$ cat config.mk
export PLATFORM = sky130hd
export DESIGN_NAME = ims_ctrl
export DESIGN_NICKNAME = d
export VERILOG_FILES = /design/src/hw/rtl/ims_pkg.sv /design/src/hw/rtl/ims_ctrl.sv
export SDC_FILE = /design/constraint.sdc
export NUM_CORES = 1
export LEC_CHECK = 0
export BUFFER_PORTS_ARGS = -buffer_cell sky130_fd_sc_hd__buf_4
export CAP_MARGIN = 15
export CORE_AREA = 2 2 39 41
export CTS_CLUSTER_SIZE = 10
export DETAILED_ROUTE_END_ITERATION = 6
export DIE_AREA = 0 0 41 43
export SETUP_SLACK_MARGIN = 0.02
export SLEW_MARGIN = 20
export SYNTH_ARGS = -nofsm -noshare
export SYNTH_HDL_FRONTEND = slang
export SYNTH_SLANG_ARGS = --single-unit
$ cat constraint.sdc
create_clock -name clk -period 2.4 [get_ports clk]
set_input_delay 0.12 -clock clk [delete_from_list [all_inputs] [get_ports clk]]
set_output_delay 0.12 -clock clk [all_outputs]
set_load 0.02 [all_outputs]
$ cat src/hw/rtl/ims_pkg.sv
// shared types and constants for the ising metropolis spin-flip block
// controller/datapath command and status structs, state codes, field widths
// no dependencies
`timescale 1ns / 1ps
`default_nettype none

package ims_pkg;

  // fixed field widths
  localparam int SIZE_W     = 7;
  localparam int THR_W      = 17;
  localparam int ROW_W      = 6;
  localparam int DE_W       = 5;
  localparam int MAG_W      = 14;
  localparam int ENE_W      = 15;
  localparam int REG_ADDR_W = 4;
  localparam int REG_DATA_W = 32;
  localparam int OUT_W      = 40;

  localparam logic [SIZE_W-1:0] SIZE_RESET = 7'd64;

  // register index codes, taken from paddr[3:2]
  localparam logic [1:0] REG_LATTICE_SIZE = 2'd0;
  localparam logic [1:0] REG_THR_DE4      = 2'd1;
  localparam logic [1:0] REG_THR_DE8      = 2'd2;

  typedef enum logic [2:0] {
    ST_INIT,
    ST_IDLE,
    ST_READ_C,
    ST_READ_U,
    ST_READ_D,
    ST_CALC,
    ST_WIPE,
    ST_RESULT
  } ims_state_t;

  typedef enum logic [1:0] {
    RD_CENTER,
    RD_UP,
    RD_DOWN
  } ims_rd_sel_t;

  typedef struct packed {
    logic        take;
    logic        rd_en;
    ims_rd_sel_t rd_sel;
    logic        cap_center;
    logic        cap_up;
    logic        do_update;
    logic        set_bad;
    logic        set_restart;
    logic        clear_step;
    logic        load_totals;
    logic        load_out;
  } ims_cmd_t;

  typedef struct packed {
    logic is_restart;
    logic is_bad;
    logic clr_first;
    logic clr_last;
    logic out_busy;
  } ims_stat_t;

endpackage

`default_nettype wire

$ cat src/hw/rtl/ims_ctrl.sv
// controller state machine: sequences lattice reads, update, clearing pass
// and result hand-off; depends on ims_pkg
`timescale 1ns / 1ps
`default_nettype none

module ims_ctrl (
  input  wire logic               clk,
  input  wire logic               rst,
  input  wire logic               s_tvalid,
  output logic                    s_tready,
  input  wire ims_pkg::ims_stat_t stat,
  output ims_pkg::ims_cmd_t       cmd
);

  ims_pkg::ims_state_t state;
  ims_pkg::ims_state_t state_next;

  always_ff @(posedge clk) begin
    if (rst) begin
      state <= ims_pkg::ST_INIT;
    end else begin
      state <= state_next;
    end
  end

  always_comb begin
    state_next = state;
    unique case (state)
      ims_pkg::ST_INIT: begin
        if (stat.clr_last) state_next = ims_pkg::ST_IDLE;
      end
      ims_pkg::ST_IDLE: begin
        if (s_tvalid) state_next = ims_pkg::ST_READ_C;
      end
      ims_pkg::ST_READ_C: begin
        if (stat.is_restart) begin
          state_next = ims_pkg::ST_WIPE;
        end else if (stat.is_bad) begin
          state_next = ims_pkg::ST_RESULT;
        end else begin
          state_next = ims_pkg::ST_READ_U;
        end
      end
      ims_pkg::ST_READ_U: state_next = ims_pkg::ST_READ_D;
      ims_pkg::ST_READ_D: state_next = ims_pkg::ST_CALC;
      ims_pkg::ST_CALC:   state_next = ims_pkg::ST_RESULT;
      ims_pkg::ST_WIPE: begin
        if (stat.clr_last) state_next = ims_pkg::ST_RESULT;
      end
      ims_pkg::ST_RESULT: begin
        if (!stat.out_busy) state_next = ims_pkg::ST_IDLE;
      end
      default: state_next = ims_pkg::ST_INIT;
    endcase
  end

  always_comb begin
    cmd      = '0;
    cmd.rd_sel = ims_pkg::RD_CENTER;
    s_tready = 1'b0;
    unique case (state) inside
      ims_pkg::ST_INIT, ims_pkg::ST_WIPE: begin
        cmd.clear_step  = 1'b1;
        cmd.load_totals = stat.clr_first;
      end
      ims_pkg::ST_IDLE: begin
        s_tready = 1'b1;
        cmd.take = s_tvalid;
      end
      ims_pkg::ST_READ_C: begin
        cmd.rd_en       = 1'b1;
        cmd.rd_sel      = ims_pkg::RD_CENTER;
        cmd.set_restart = stat.is_restart;
        cmd.set_bad     = stat.is_bad & ~stat.is_restart;
      end
      ims_pkg::ST_READ_U: begin
        cmd.rd_en      = 1'b1;
        cmd.rd_sel     = ims_pkg::RD_UP;
        cmd.cap_center = 1'b1;
      end
      ims_pkg::ST_READ_D: begin
        cmd.rd_en  = 1'b1;
        cmd.rd_sel = ims_pkg::RD_DOWN;
        cmd.cap_up = 1'b1;
      end
      ims_pkg::ST_CALC: begin
        cmd.do_update = 1'b1;
      end
      ims_pkg::ST_RESULT: begin
        cmd.load_out = ~stat.out_busy;
      end
      default: ;
    endcase
  end

endmodule

`default_nettype wire

==> results.cfg <==
[yosys]
yosysWarnings = 0
yosysTopAreaCellShare_pct = 22.6
synth_edf_count = 0
ys_ff_latch = 3
synth_seq_area_share_pct = 22.6
synth_async_sr_flop_share_pct = 0
synth_area_per_cell_sq_um = 7.80
netlist_area_sq_um = 265
syn_inst = 34
yosysTopAreaCell = dfxtp_1
synthTopCellsByArea = dfxtp_1 23%, and2_1 12%, nor3_2 7.5%
synth_ff_type = dfxtp_1
syn-num-nets = 42
synth.distinct_cells = 21

[run]
maxCapViolCount = 0

[clocking]
clk_latency_ns = 0.23
cts.reportedPaths.clkPinSlew_ns = 0.04
holdBufCountCts = 0
cts_buffer_depth = 2
cts_setup_buffers = 0
cts_buffers = 3
root_buffer = clkbuf_4
post_cts_resized = 0
htreeDepth = 1
clock_sinks = 3
cts_tree = built

[place]
numPortBuffers = 20
place_hpwl_um = 498
post-place-cells = 68
place_congestion = 0.737

[hold_path]
hp-class = in -> reg
hold_path_end = state[1]
worstHoldPathCells = 2
min-delay-start = rst

[floorplanning]
fp.coreArea_sq_um = 1380
num_io_pins = 21
rows = 14
dieArea_sq_um = 1760
die_x_um = 41
initial_core_util_pct = 19.2
dieHeight_um = 43

[final_layout]
mostFrequentLayoutCells = 20 x buf_4, 5 x and2_1, 3 x nand2_1, 3 x clkbuf_4, 3 x dfxtp_1
largest_reg_flops = 3
largestRegisters = state (3)
fin_nets = 65
final_common_cell = buf_4
antenna_cells = 0
fillerInstances = 157
final_cells = 72
regMostFlops = state
synthToLayoutAreaGrowth_pct = 67.0
layout-drive-gt1-share_pct = 50.0

[detailed_routing]
first_pass_iters = 1
post_drt_wl_per_cell_um = 8.94
via_count = 306
route.detailed.drc = 0
dr.first_iter.drc_count = 0
viasPerCell = 4.25
drt-total-wl_um = 644
drtAntennaViolNets = 0

[global_route]
grt_max_degree = 15
grt-ovfl-total = 0
track_usage_pct = 9.05
antenna_found_initial = 0
grt_pass1_vias = 244
grt_pass1_wl_um = 979

[power]
p_leak_uw = 0.000212
sw_frac_of_total_pct = 37.8
comb_power_share_pct = 45.7
power_per_cell_area_nw_per_um2 = 689
power.internal_uw = 190
p_clk_share_pct = 28.9
seq_power_share_pct = 25.4
p_sw_uw = 115
irDropWorstVdd_mv = 0.266

[sta]
fmax_ghz = 0.661
finalClockSkew_ns = 0.00199
finalHoldViolCount = 0
post-route-min-period_ns = 1.51
worst_pin_slew_ns = 0.427
setup_viol = 0
fin_setup_tns_ns = 0
max-slew-margin-rel_pct = 71.5
slew_violations = 0
rsz0062_at_grt = false
timing.final.crit_share_pct = 63.0

[setup_path]
r2r_cells = 3
rr_endpoint = state[2]
worstReg2RegStart = state[0]
reg2reg_slack_ns = 1.23
required_ns = 2.28
worstPathCellList = nor3b_1 > and2_1 > buf_4
cp_slowest_stage_delay_ns = 0.57
start_kind = flip-flop
crit_fanout = 14
critPathSlowestCell = dfxtp_1
critPathKind = reg -> out
critPathArrivalTime_ns = 1.39
cp-end-kind = primary output

[status]
status = completed
-- per-stage QoR --
stage	area [sq um]	worst slack [ns]	power, uW	hold WS (ns)	util (%)
after floorplan	265	0.949	169	0.192	-
after global placement	417	1.17	218	0.312	30.1
after detailed placement	417	1.13	219	0.309	30.1
after CTS	443	0.874	311	0.0625	32.0
after global routing	443	0.789	327	0.0621	32.0
final	443	0.888	305	0.0698	32.0
-- power groups by stage --
stage	clock network [uW]	logic, uW	registers [uW]
2_1_floorplan	0	98.9	70.2
3_3_place_gp	0	140	78.1
3_5_place_dp	0	141	78.9
4_1_cts	92.3	141	77.8
5_1_grt	95.8	152	79.8
6_report	88.2	139	77.7
-- logic make-up after synthesis --
family / count (synthesis) / share of synthesized area, %
AOI/OAI and AO/OA: 5 / 10.8
and+or+nand+nor: 23 / 58.0
buffers and inverters: 3 / 8.49
DFF: 3 / 22.6
-- worst max path at each step --
| stage | slack [ns] | startpoint | endpoint | cells past startpoint |
|---|---|---|---|---|
| after global routing | 0.79 | state[0] | cmd[11] | 3 |
| after global placement | 1.17 | state[0] | cmd[11] | 3 |
| after detailed placement | 1.13 | state[0] | cmd[11] | 3 |
| final | 0.89 | state[0] | cmd[11] | 3 |
| after CTS | 0.87 | state[0] | cmd[11] | 3 |
| after floorplan | 0.95 | state[0] | cmd[11] | 2 |
-- per-layer routing --
layer / vias up / share of wire (%) / GRT usage, %
met4: 0 / 0 / 12.0
met5: - / 0 / 0
li1: 161 / - / -
met3: 0 / 2.8 / 3.14
met1: 138 / 42 / 9.68
met2: 7 / 55 / 11.3
-- Yosys cell counts (2+ instances only) --
| library cell | n |
|---|---|
| and2_1 | 5 |
| dfxtp_1 | 3 |
| nand2_1 | 3 |
| a21oi_1 | 2 |
| nor2_1 | 2 |
| nor3_1 | 2 |
| nor3_2 | 2 |
| o21ai_0 | 2 |
-- critical path, delay by kind of cell, from the launching register on --
family	cells	cell delay, ns
buffers and inverters	1	0.13
and+or+nand+nor	2	0.45
DFF	1	0.57
-- layout make-up --
cell class                      instances  area (sq um)  share of cell area [%]
Clock buffer                            4          26.3                    5.93
Timing Repair Buffer                   20           150                    33.9
Sequential cell                         3          60.1                    13.6
Tap cell                               16          20.0                    4.52
Inverter                                1          3.75                   0.847
Multi-Input combinational cell         28           183                    41.2
(Power assumes the default switching activity.)
