===== src/hw/rtl/ims_pkg.sv =====
// shared types and constants for the ising metropolis spin-flip block
// controller/datapath command and status structs, state codes, field widths
// no dependencies
`timescale 1ns / 1ps
`default_nettype none

package ims_pkg;

  // fixed field widths
  localparam int SIZE_W     = 7;
  localparam int THR_W      = 17;
  localparam int ROW_W      = 6;
  localparam int DE_W       = 5;
  localparam int MAG_W      = 14;
  localparam int ENE_W      = 15;
  localparam int REG_ADDR_W = 4;
  localparam int REG_DATA_W = 32;
  localparam int OUT_W      = 40;

  localparam logic [SIZE_W-1:0] SIZE_RESET = 7'd64;

  // register index codes, taken from paddr[3:2]
  localparam logic [1:0] REG_LATTICE_SIZE = 2'd0;
  localparam logic [1:0] REG_THR_DE4      = 2'd1;
  localparam logic [1:0] REG_THR_DE8      = 2'd2;

  typedef enum logic [2:0] {
    ST_INIT,
    ST_IDLE,
    ST_READ_C,
    ST_READ_U,
    ST_READ_D,
    ST_CALC,
    ST_WIPE,
    ST_RESULT
  } ims_state_t;

  typedef enum logic [1:0] {
    RD_CENTER,
    RD_UP,
    RD_DOWN
  } ims_rd_sel_t;

  typedef struct packed {
    logic        take;
    logic        rd_en;
    ims_rd_sel_t rd_sel;
    logic        cap_center;
    logic        cap_up;
    logic        do_update;
    logic        set_bad;
    logic        set_restart;
    logic        clear_step;
    logic        load_totals;
    logic        load_out;
  } ims_cmd_t;

  typedef struct packed {
    logic is_restart;
    logic is_bad;
    logic clr_first;
    logic clr_last;
    logic out_busy;
  } ims_stat_t;

endpackage

`default_nettype wire


===== src/hw/rtl/ims_regs.sv =====
// configuration registers behind the apb-style port, plus side clamping
// depends on ims_pkg
`timescale 1ns / 1ps
`default_nettype none

module ims_regs #(
  parameter int MAX_SIDE = 64,
  localparam int SW = $clog2(MAX_SIDE + 1)
) (
  input  wire logic                              clk,
  input  wire logic                              rst,
  input  wire logic                              psel,
  input  wire logic                              penable,
  input  wire logic                              pwrite,
  input  wire logic [ims_pkg::REG_ADDR_W-1:0]    paddr,
  input  wire logic [ims_pkg::REG_DATA_W-1:0]    pwdata,
  output logic      [ims_pkg::REG_DATA_W-1:0]    prdata,
  output logic                                   pready,
  output logic      [SW-1:0]                     side,
  output logic      [ims_pkg::THR_W-1:0]         thr_de4,
  output logic      [ims_pkg::THR_W-1:0]         thr_de8
);

  localparam int CW = (SW > ims_pkg::SIZE_W) ? SW : ims_pkg::SIZE_W;

  logic [ims_pkg::SIZE_W-1:0] lattice_size;
  logic [1:0]                 reg_idx;
  logic                       wr;
  logic [CW-1:0]              size_x;
  logic [CW-1:0]              side_full;

  assign pready  = 1'b1;
  assign reg_idx = paddr[3:2];
  assign wr      = psel & penable & pwrite;

  always_ff @(posedge clk) begin
    if (rst) begin
      lattice_size <= ims_pkg::SIZE_RESET;
      thr_de4      <= '0;
      thr_de8      <= '0;
    end else if (wr) begin
      unique case (reg_idx)
        ims_pkg::REG_LATTICE_SIZE: lattice_size <= pwdata[ims_pkg::SIZE_W-1:0];
        ims_pkg::REG_THR_DE4:      thr_de4      <= pwdata[ims_pkg::THR_W-1:0];
        ims_pkg::REG_THR_DE8:      thr_de8      <= pwdata[ims_pkg::THR_W-1:0];
        default: ;
      endcase
    end
  end

  always_comb begin
    unique case (reg_idx)
      ims_pkg::REG_LATTICE_SIZE: prdata = ims_pkg::REG_DATA_W'(lattice_size);
      ims_pkg::REG_THR_DE4:      prdata = ims_pkg::REG_DATA_W'(thr_de4);
      ims_pkg::REG_THR_DE8:      prdata = ims_pkg::REG_DATA_W'(thr_de8);
      default:                   prdata = '0;
    endcase
  end

  // side in use is clamped to 2..MAX_SIDE
  assign size_x = CW'(lattice_size);

  always_comb begin
    if (size_x < CW'(2)) begin
      side_full = CW'(2);
    end else if (size_x > CW'(MAX_SIDE)) begin
      side_full = CW'(MAX_SIDE);
    end else begin
      side_full = size_x;
    end
  end

  assign side = side_full[SW-1:0];

endmodule

`default_nettype wire


===== config.mk =====
export PLATFORM = sky130hd
export DESIGN_NAME = ims_regs
export DESIGN_NICKNAME = d
export VERILOG_FILES = /design/src/hw/rtl/ims_pkg.sv /design/src/hw/rtl/ims_regs.sv
export SDC_FILE = /design/constraint.sdc
export NUM_CORES = 1
export LEC_CHECK = 0
export BUFFER_PORTS_ARGS = -buffer_cell sky130_fd_sc_hd__clkbuf_2
export CELL_PAD_IN_SITES_DETAIL_PLACEMENT = 0
export CELL_PAD_IN_SITES_GLOBAL_PLACEMENT = 1
export CORE_AREA = 2 2 98 71
export DETAILED_ROUTE_END_ITERATION = 8
export DIE_AREA = 0 0 100 73
export GPL_TIMING_DRIVEN = 0
export PLACE_DENSITY_LB_ADDON = 0.1
export SETUP_SLACK_MARGIN = 0.2
export SYNTH_ARGS = -nofsm -noshare
export SYNTH_HDL_FRONTEND = slang
export SYNTH_SLANG_ARGS = --single-unit

===== constraint.sdc =====
create_clock -name clk -period 2.56 [get_ports clk]
set_input_delay 0.128 -clock clk [delete_from_list [all_inputs] [get_ports clk]]
set_output_delay 0.128 -clock clk [all_outputs]
set_load 0.005 [all_outputs]

==> results of run 1 <==
==> cell families after synthesis <==
family	count (synthesis)	synth area share [%]
flip-flops	41	37.9
multiplexers	48	22.2
buffers and inverters	34	11.2
AO/OA/AOI/OAI	18	5.89
AND/OR/NAND/NOR	80	22.5
other	2	0.347
==> path summary, 6_finish.rpt <==
check | to | slack, ps | cells past startpoint
worst max-delay path | prdata[6] | 1080 | 7
worst min register to register | thr_de4[3]$_SDFFE_PP0P_ | 490 | 2
worst max register to register | lattice_size[6]$_SDFFE_PP1P_ | 1780 | 2
worst min-delay path | thr_de8[16]$_SDFFE_PP0P_ | 100 | 3
==> cells in the final DEF, fill, tap and decap left out, drive strengths merged <==
master  count
nand2       7
dfxtp      41
nor2b       6
bufinv      1
a22o       10
inv         1
a21oi       1
clkinv      1
nor2        4
o21ai       7
conb       16
nand4       1
nand2b     58
buf        25
nand3       1
nor3b       1
mux2i      48
or3         1
nor4        1
clkbuf     93
==> routing by layer <==
layer | vias to the layer above | global-route usage, % | share of wire, %
li1 | 911 | - | -
met1 | 820 | 22.1 | 49
met2 | 49 | 23.9 | 45
met3 | 2 | 3.83 | 5.4
met4 | 0 | 3.65 | 0.45
met5 | - | 0 | 0
==> through the flow <==
stage	instance area [um2]	hold slack (ps)	util (%)	worst slack (ps)
floorplan	2220	289	-	1540
global placement	2720	414	41.8	1010
detailed placement	2720	409	41.8	1040
CTS	2820	94.5	43.4	1040
global route	2820	118	43.4	959
finish	2820	97.9	43.4	1080
==> area by class of cell <==
class                           count  area, um2
Sequential cell                    41        821
Fill cell                         695       3680
Clock buffer                        5       68.8
Clock inverter                      2       35.0
Buffer                             33        239
Multi-Input combinational cell    162       1150
Tap cell                           81        101
Timing Repair Buffer               80        400
Inverter                            1       3.75
==> power breakdown <==
group / switching, mW / internal, mW / total (mW)
logic: 0.0714 / 0.0739 / 0.145
registers: 0.00738 / 0.645 / 0.653
clock network: 0.218 / 0.284 / 0.502
total: 0.297 / 1.00 / 1.30
==> registers in the layout, indices dropped and copies added, names as in the netlist <==
name and cells:
lattice_size 7, thr_de8 17, thr_de4 17
==> worst min-delay path: stages <==
cell and delay [ps]:
clkbuf_2 80, nand2b_1 70, mux2i_1 60
==> results.yml, run 1 <==
floorplanning:
  die_w_um: 100
  core_mm2: 0.00651
  num_io_pins: 115
  start_util_pct: 33.3
  die_area_mm2: 0.00730
  die_h_um: 73
  rows: 25
logic_synthesis:
  seq_area_frac_synth_pct: 37.9
  synthTopCellsByCount: "nand2b_1, mux2i_1, dfxtp_1"
  syn_area_per_cell_um2: 9.71
  yosysMostFrequentCell: "nand2b_1"
  yosysUniqueCellTypes: 22
  yosys.area.top_type_share_pct: 37.9
  ys_dominant_reg_cell: "dfxtp_1"
  postSynthCellCount: 223
  ys_ff_latch: 41
  netlist.top_cell.by_area: "dfxtp_1"
  netlist_top_cells_area: "dfxtp_1, mux2i_1, nand2b_1"
  async_flop_share_pct: 0
  yosysWarningCount: 0
  synth_area_mm2: 0.00217
  synth_edf_count: 0
placement:
  port_buffers: 80
  dp_hpwl_um: 4260
  globalplace.congestion: 0.737
  dp.cells: 398
worst_setup_path:
  worstSetupPathType: "in -> out"
  crit_family: "buffers and inverters"
  worst-path-max-fanout: 10
  slowest_stage: "clkbuf_1"
  startpoint: "paddr[2]"
  crit_top_cell: "clkbuf_2"
  critical_path.cell_chain: "clkbuf_2 > nor2b_2 > buf_6 > clkbuf_1 > nand2_1 > o21ai_0 > clkbuf_2"
  r2r-start: "lattice_size[6]$_SDFFE_PP1P_"
  crit_path_end_kind: "primary output"
  max_stage_delay_ps: 490
  crit_buf_inv: 4
  startpoint_type: "primary input"
  worstPathRequired_ps: 2430
  critPathArrivalTime_ps: 1350
clocking:
  numCtsBuffers: 5
  post_cts_buffers: 0
  clock_latency_ps: 280
  cts_hold_buf: 0
  cts_max_level: 2
  cts_resized: 0
  cts_sinks: 41
  cts_tree: "yes"
  cts-root-buf: "clkbuf_8"
  cts_buffer_depth: 2
  clk_pin_slew_ps: 80
finish:
  layout.cells.non_filler: 405
  diodes: 0
  drive_gt1_share_pct: 35.5
  finalNetCount: 365
  area_growth_pct: 30.4
detailed_routing:
  routed_via_density: 4.40
  drt_iter0_markers: 43
  drt_first_pass_iters: 4
  drc: 0
  route.vias.total: 1782
  wl_per_cell_um: 14.1
  final_antenna_net_count: 0
  wl_um: 5720
sta:
  period_minus_slack_ps: 1480
  drv_slew: 0
  fmax_ghz: 0.674
  hold_violations: 0
  worst_pin_slew_ps: 608
  setup_tns_ps: 0
  rsz0062_at_grt: "no"
  skew_ps: 0
  setup_viol: 0
  fin_crit_sh_pct: 57.9
  maxSlewHeadroom_pct: 59.5
grt:
  grt_max_degree: 13
  grt_util_all_layers_pct: 15.6
  antenna_found_initial: 0
  grt_pass1_vias: 1636
  grt_pass1_wl_um: 8600
  grt_overflow: 0
pwr:
  p_leak_nw: 1.42
  power_density_mw_per_mm2: 460
  finalPower_mw: 1.30
  irDropWorstVdd_uv: 221
run_status:
  outcome: "finished clean"
run:
  cap_violations: 0
min_path:
  hold_class: "in -> reg"
  min-delay-start: "pwdata[16]"
Note: power is estimated with default switching activity, not from simulation.
==> run 2, diff against run 1 <==
- CORE_AREA: 2 2 98 71 -> 2 2 102 74
- DIE_AREA: 0 0 100 73 -> 0 0 104 76
- clock period: 2.56 -> 1.4 ns (I/O delays scaled with it)
==> results.yml, run 2 (synthesis gave the netlist of run 1 again) <==
placement:
  dp_slack_ps: -18.8
  dp_hpwl_um: 4400
  dp.cells: 415
  port_buffers: 80
  globalplace.congestion: 0.725
floorplanning:
  rows: 26
  core_mm2: 0.00703
  die_area_mm2: 0.00790
  die_w_um: 104
  num_io_pins: 115
  start_util_pct: 30.8
  die_h_um: 76
worst_setup_path:
  max_stage_delay_ps: 360
  crit_path_end_kind: "primary output"
  startpoint_type: "flop"
  critical_path.cell_chain: "nor4_4 > nor2_1 > nor2_1 > clkbuf_2"
  worstSetupPathType: "reg -> out"
  slowest_stage: "dfxtp_4"
  worstPathRequired_ps: 1330
  worst-path-max-fanout: 2
  critPathArrivalTime_ps: 1220
  crit_top_cell: "nor2_1"
pwr:
  pwr-share-comb_pct: 11.7
  p_leak_nw: 1.44
  power_frac_clock_pct: 37.2
  p_switching_mw: 0.565
  irDropWorstVdd_uv: 353
  swShare_pct: 24.3
  finalPower_mw: 2.33
  power.internal_mw: 1.76
  pwr-share-seq_pct: 51.1
  power_density_mw_per_mm2: 802
finish:
  layout.cells.non_filler: 425
  drive_gt1_share_pct: 38.8
  layout_common_cells: "clkbuf_2, nand2b_1, mux2i_1, dfxtp_1, buf_4"
  finalNetCount: 367
  reg.largest.list: "thr_de4 x17, thr_de8 x17, lattice_size x7"
  diodes: 0
  utilization_pct: 41.3
  mostFrequentLayoutCell: "clkbuf_2"
  area_growth_pct: 34.0
grt:
  grt_pass1_vias: 1762
  grt_max_degree: 13
  antenna_found_initial: 0
  grt_pass1_wl_um: 9410
  grt_util_all_layers_pct: 15.2
  grt_overflow: 0
clocking:
  cts_sinks: 41
  cts_tree: "yes"
  cts-root-buf: "clkbuf_8"
  clock_latency_ps: 290
  cts_max_level: 2
  clk_pin_slew_ps: 80
  cts_buffer_depth: 2
  numCtsBuffers: 5
sta:
  fmax_ghz: 0.777
  hold_violations: 0
  rsz0062_at_grt: "yes"
  skew_ps: 0
  hold_slack_ps: 34.7
  drv_slew: 0
  setup_slack_ps: 112
  period_minus_slack_ps: 1290
  setup_viol: 0
  fin_crit_sh_pct: 92.0
detailed_routing:
  routed_via_density: 4.16
  drt_iter0_markers: 36
  route.vias.total: 1769
  wl_um: 5950
  final_antenna_net_count: 0
  wl_per_cell_um: 14.0
  drc: 0
  drt_first_pass_iters: 4
min_path:
  hold_class: "in -> reg"
run:
  cap_violations: 0
run_status:
  outcome: "finished clean"
run 2: worst paths after layout:
kind	start	slack, ps	endpoint	depth (start not counted)
worst max-delay path	lattice_size[5]$_SDFFE_PP0P_	110	side[1]	4
worst max register to register	lattice_size[5]$_SDFFE_PP0P_	690	lattice_size[5]$_SDFFE_PP0P_	3
worst min register to register	thr_de4[2]$_SDFFE_PP0P_	490	thr_de4[2]$_SDFFE_PP0P_	2
worst min-delay path	pwdata[16]	30	thr_de8[16]$_SDFFE_PP0P_	3
run 2: critical path, delay by kind of cell (launching register included):
family | cells | cell delay (ps)
AND/OR/NAND/NOR | 3 | 450
buffers and inverters | 1 | 120
flip-flops | 1 | 360
run 2: cell type report:
cell class,instances,area (um2)
plain buffers,33,245
clock buffers,7,96.3
clock inverters,1,5.00
fillers,720,4130
inverters,1,3.75
multi-input cells,162,1170
flip-flops and latches,41,836
well taps,98,123
repair buffers,82,419
run 2: power groups by stage:
stage	combinational, mW	sequential (mW)	clock (mW)
2_1_floorplan	0.169	1.22	0
3_3_place_gp	0.268	1.22	0
3_5_place_dp	0.268	1.22	0
4_1_cts	0.272	1.19	0.888
5_1_grt	0.300	1.19	0.953
6_report	0.272	1.19	0.864
run 2: metrics by stage:
step                setup TNS (ps)  instance area, um2
CTS                              0                2880
global route                     0                2900
finish                           0                2900
detailed placement           -38.7                2740
global placement                 0                2740
floorplan                        0                2220
run 2: repair_timing:
action	in CTS	in global routing
setup buffers	1	1
endpoints found under the setup margin	12	16
pin swaps	2	1
hold buffers	0	0
resized for setup	11	8
run 2: metal layers:
metal | vias to the layer above | share of wire (%) | routed length [um] | GRT usage (%)
met3 | 7 | 4.9 | 292 | 3.51
met5 | - | 0 | 0 | 0
met1 | 793 | 51 | 3030 | 21.2
met4 | 0 | 1.2 | 71 | 4.86
li1 | 914 | - | - | -
met2 | 55 | 43 | 2560 | 23.2
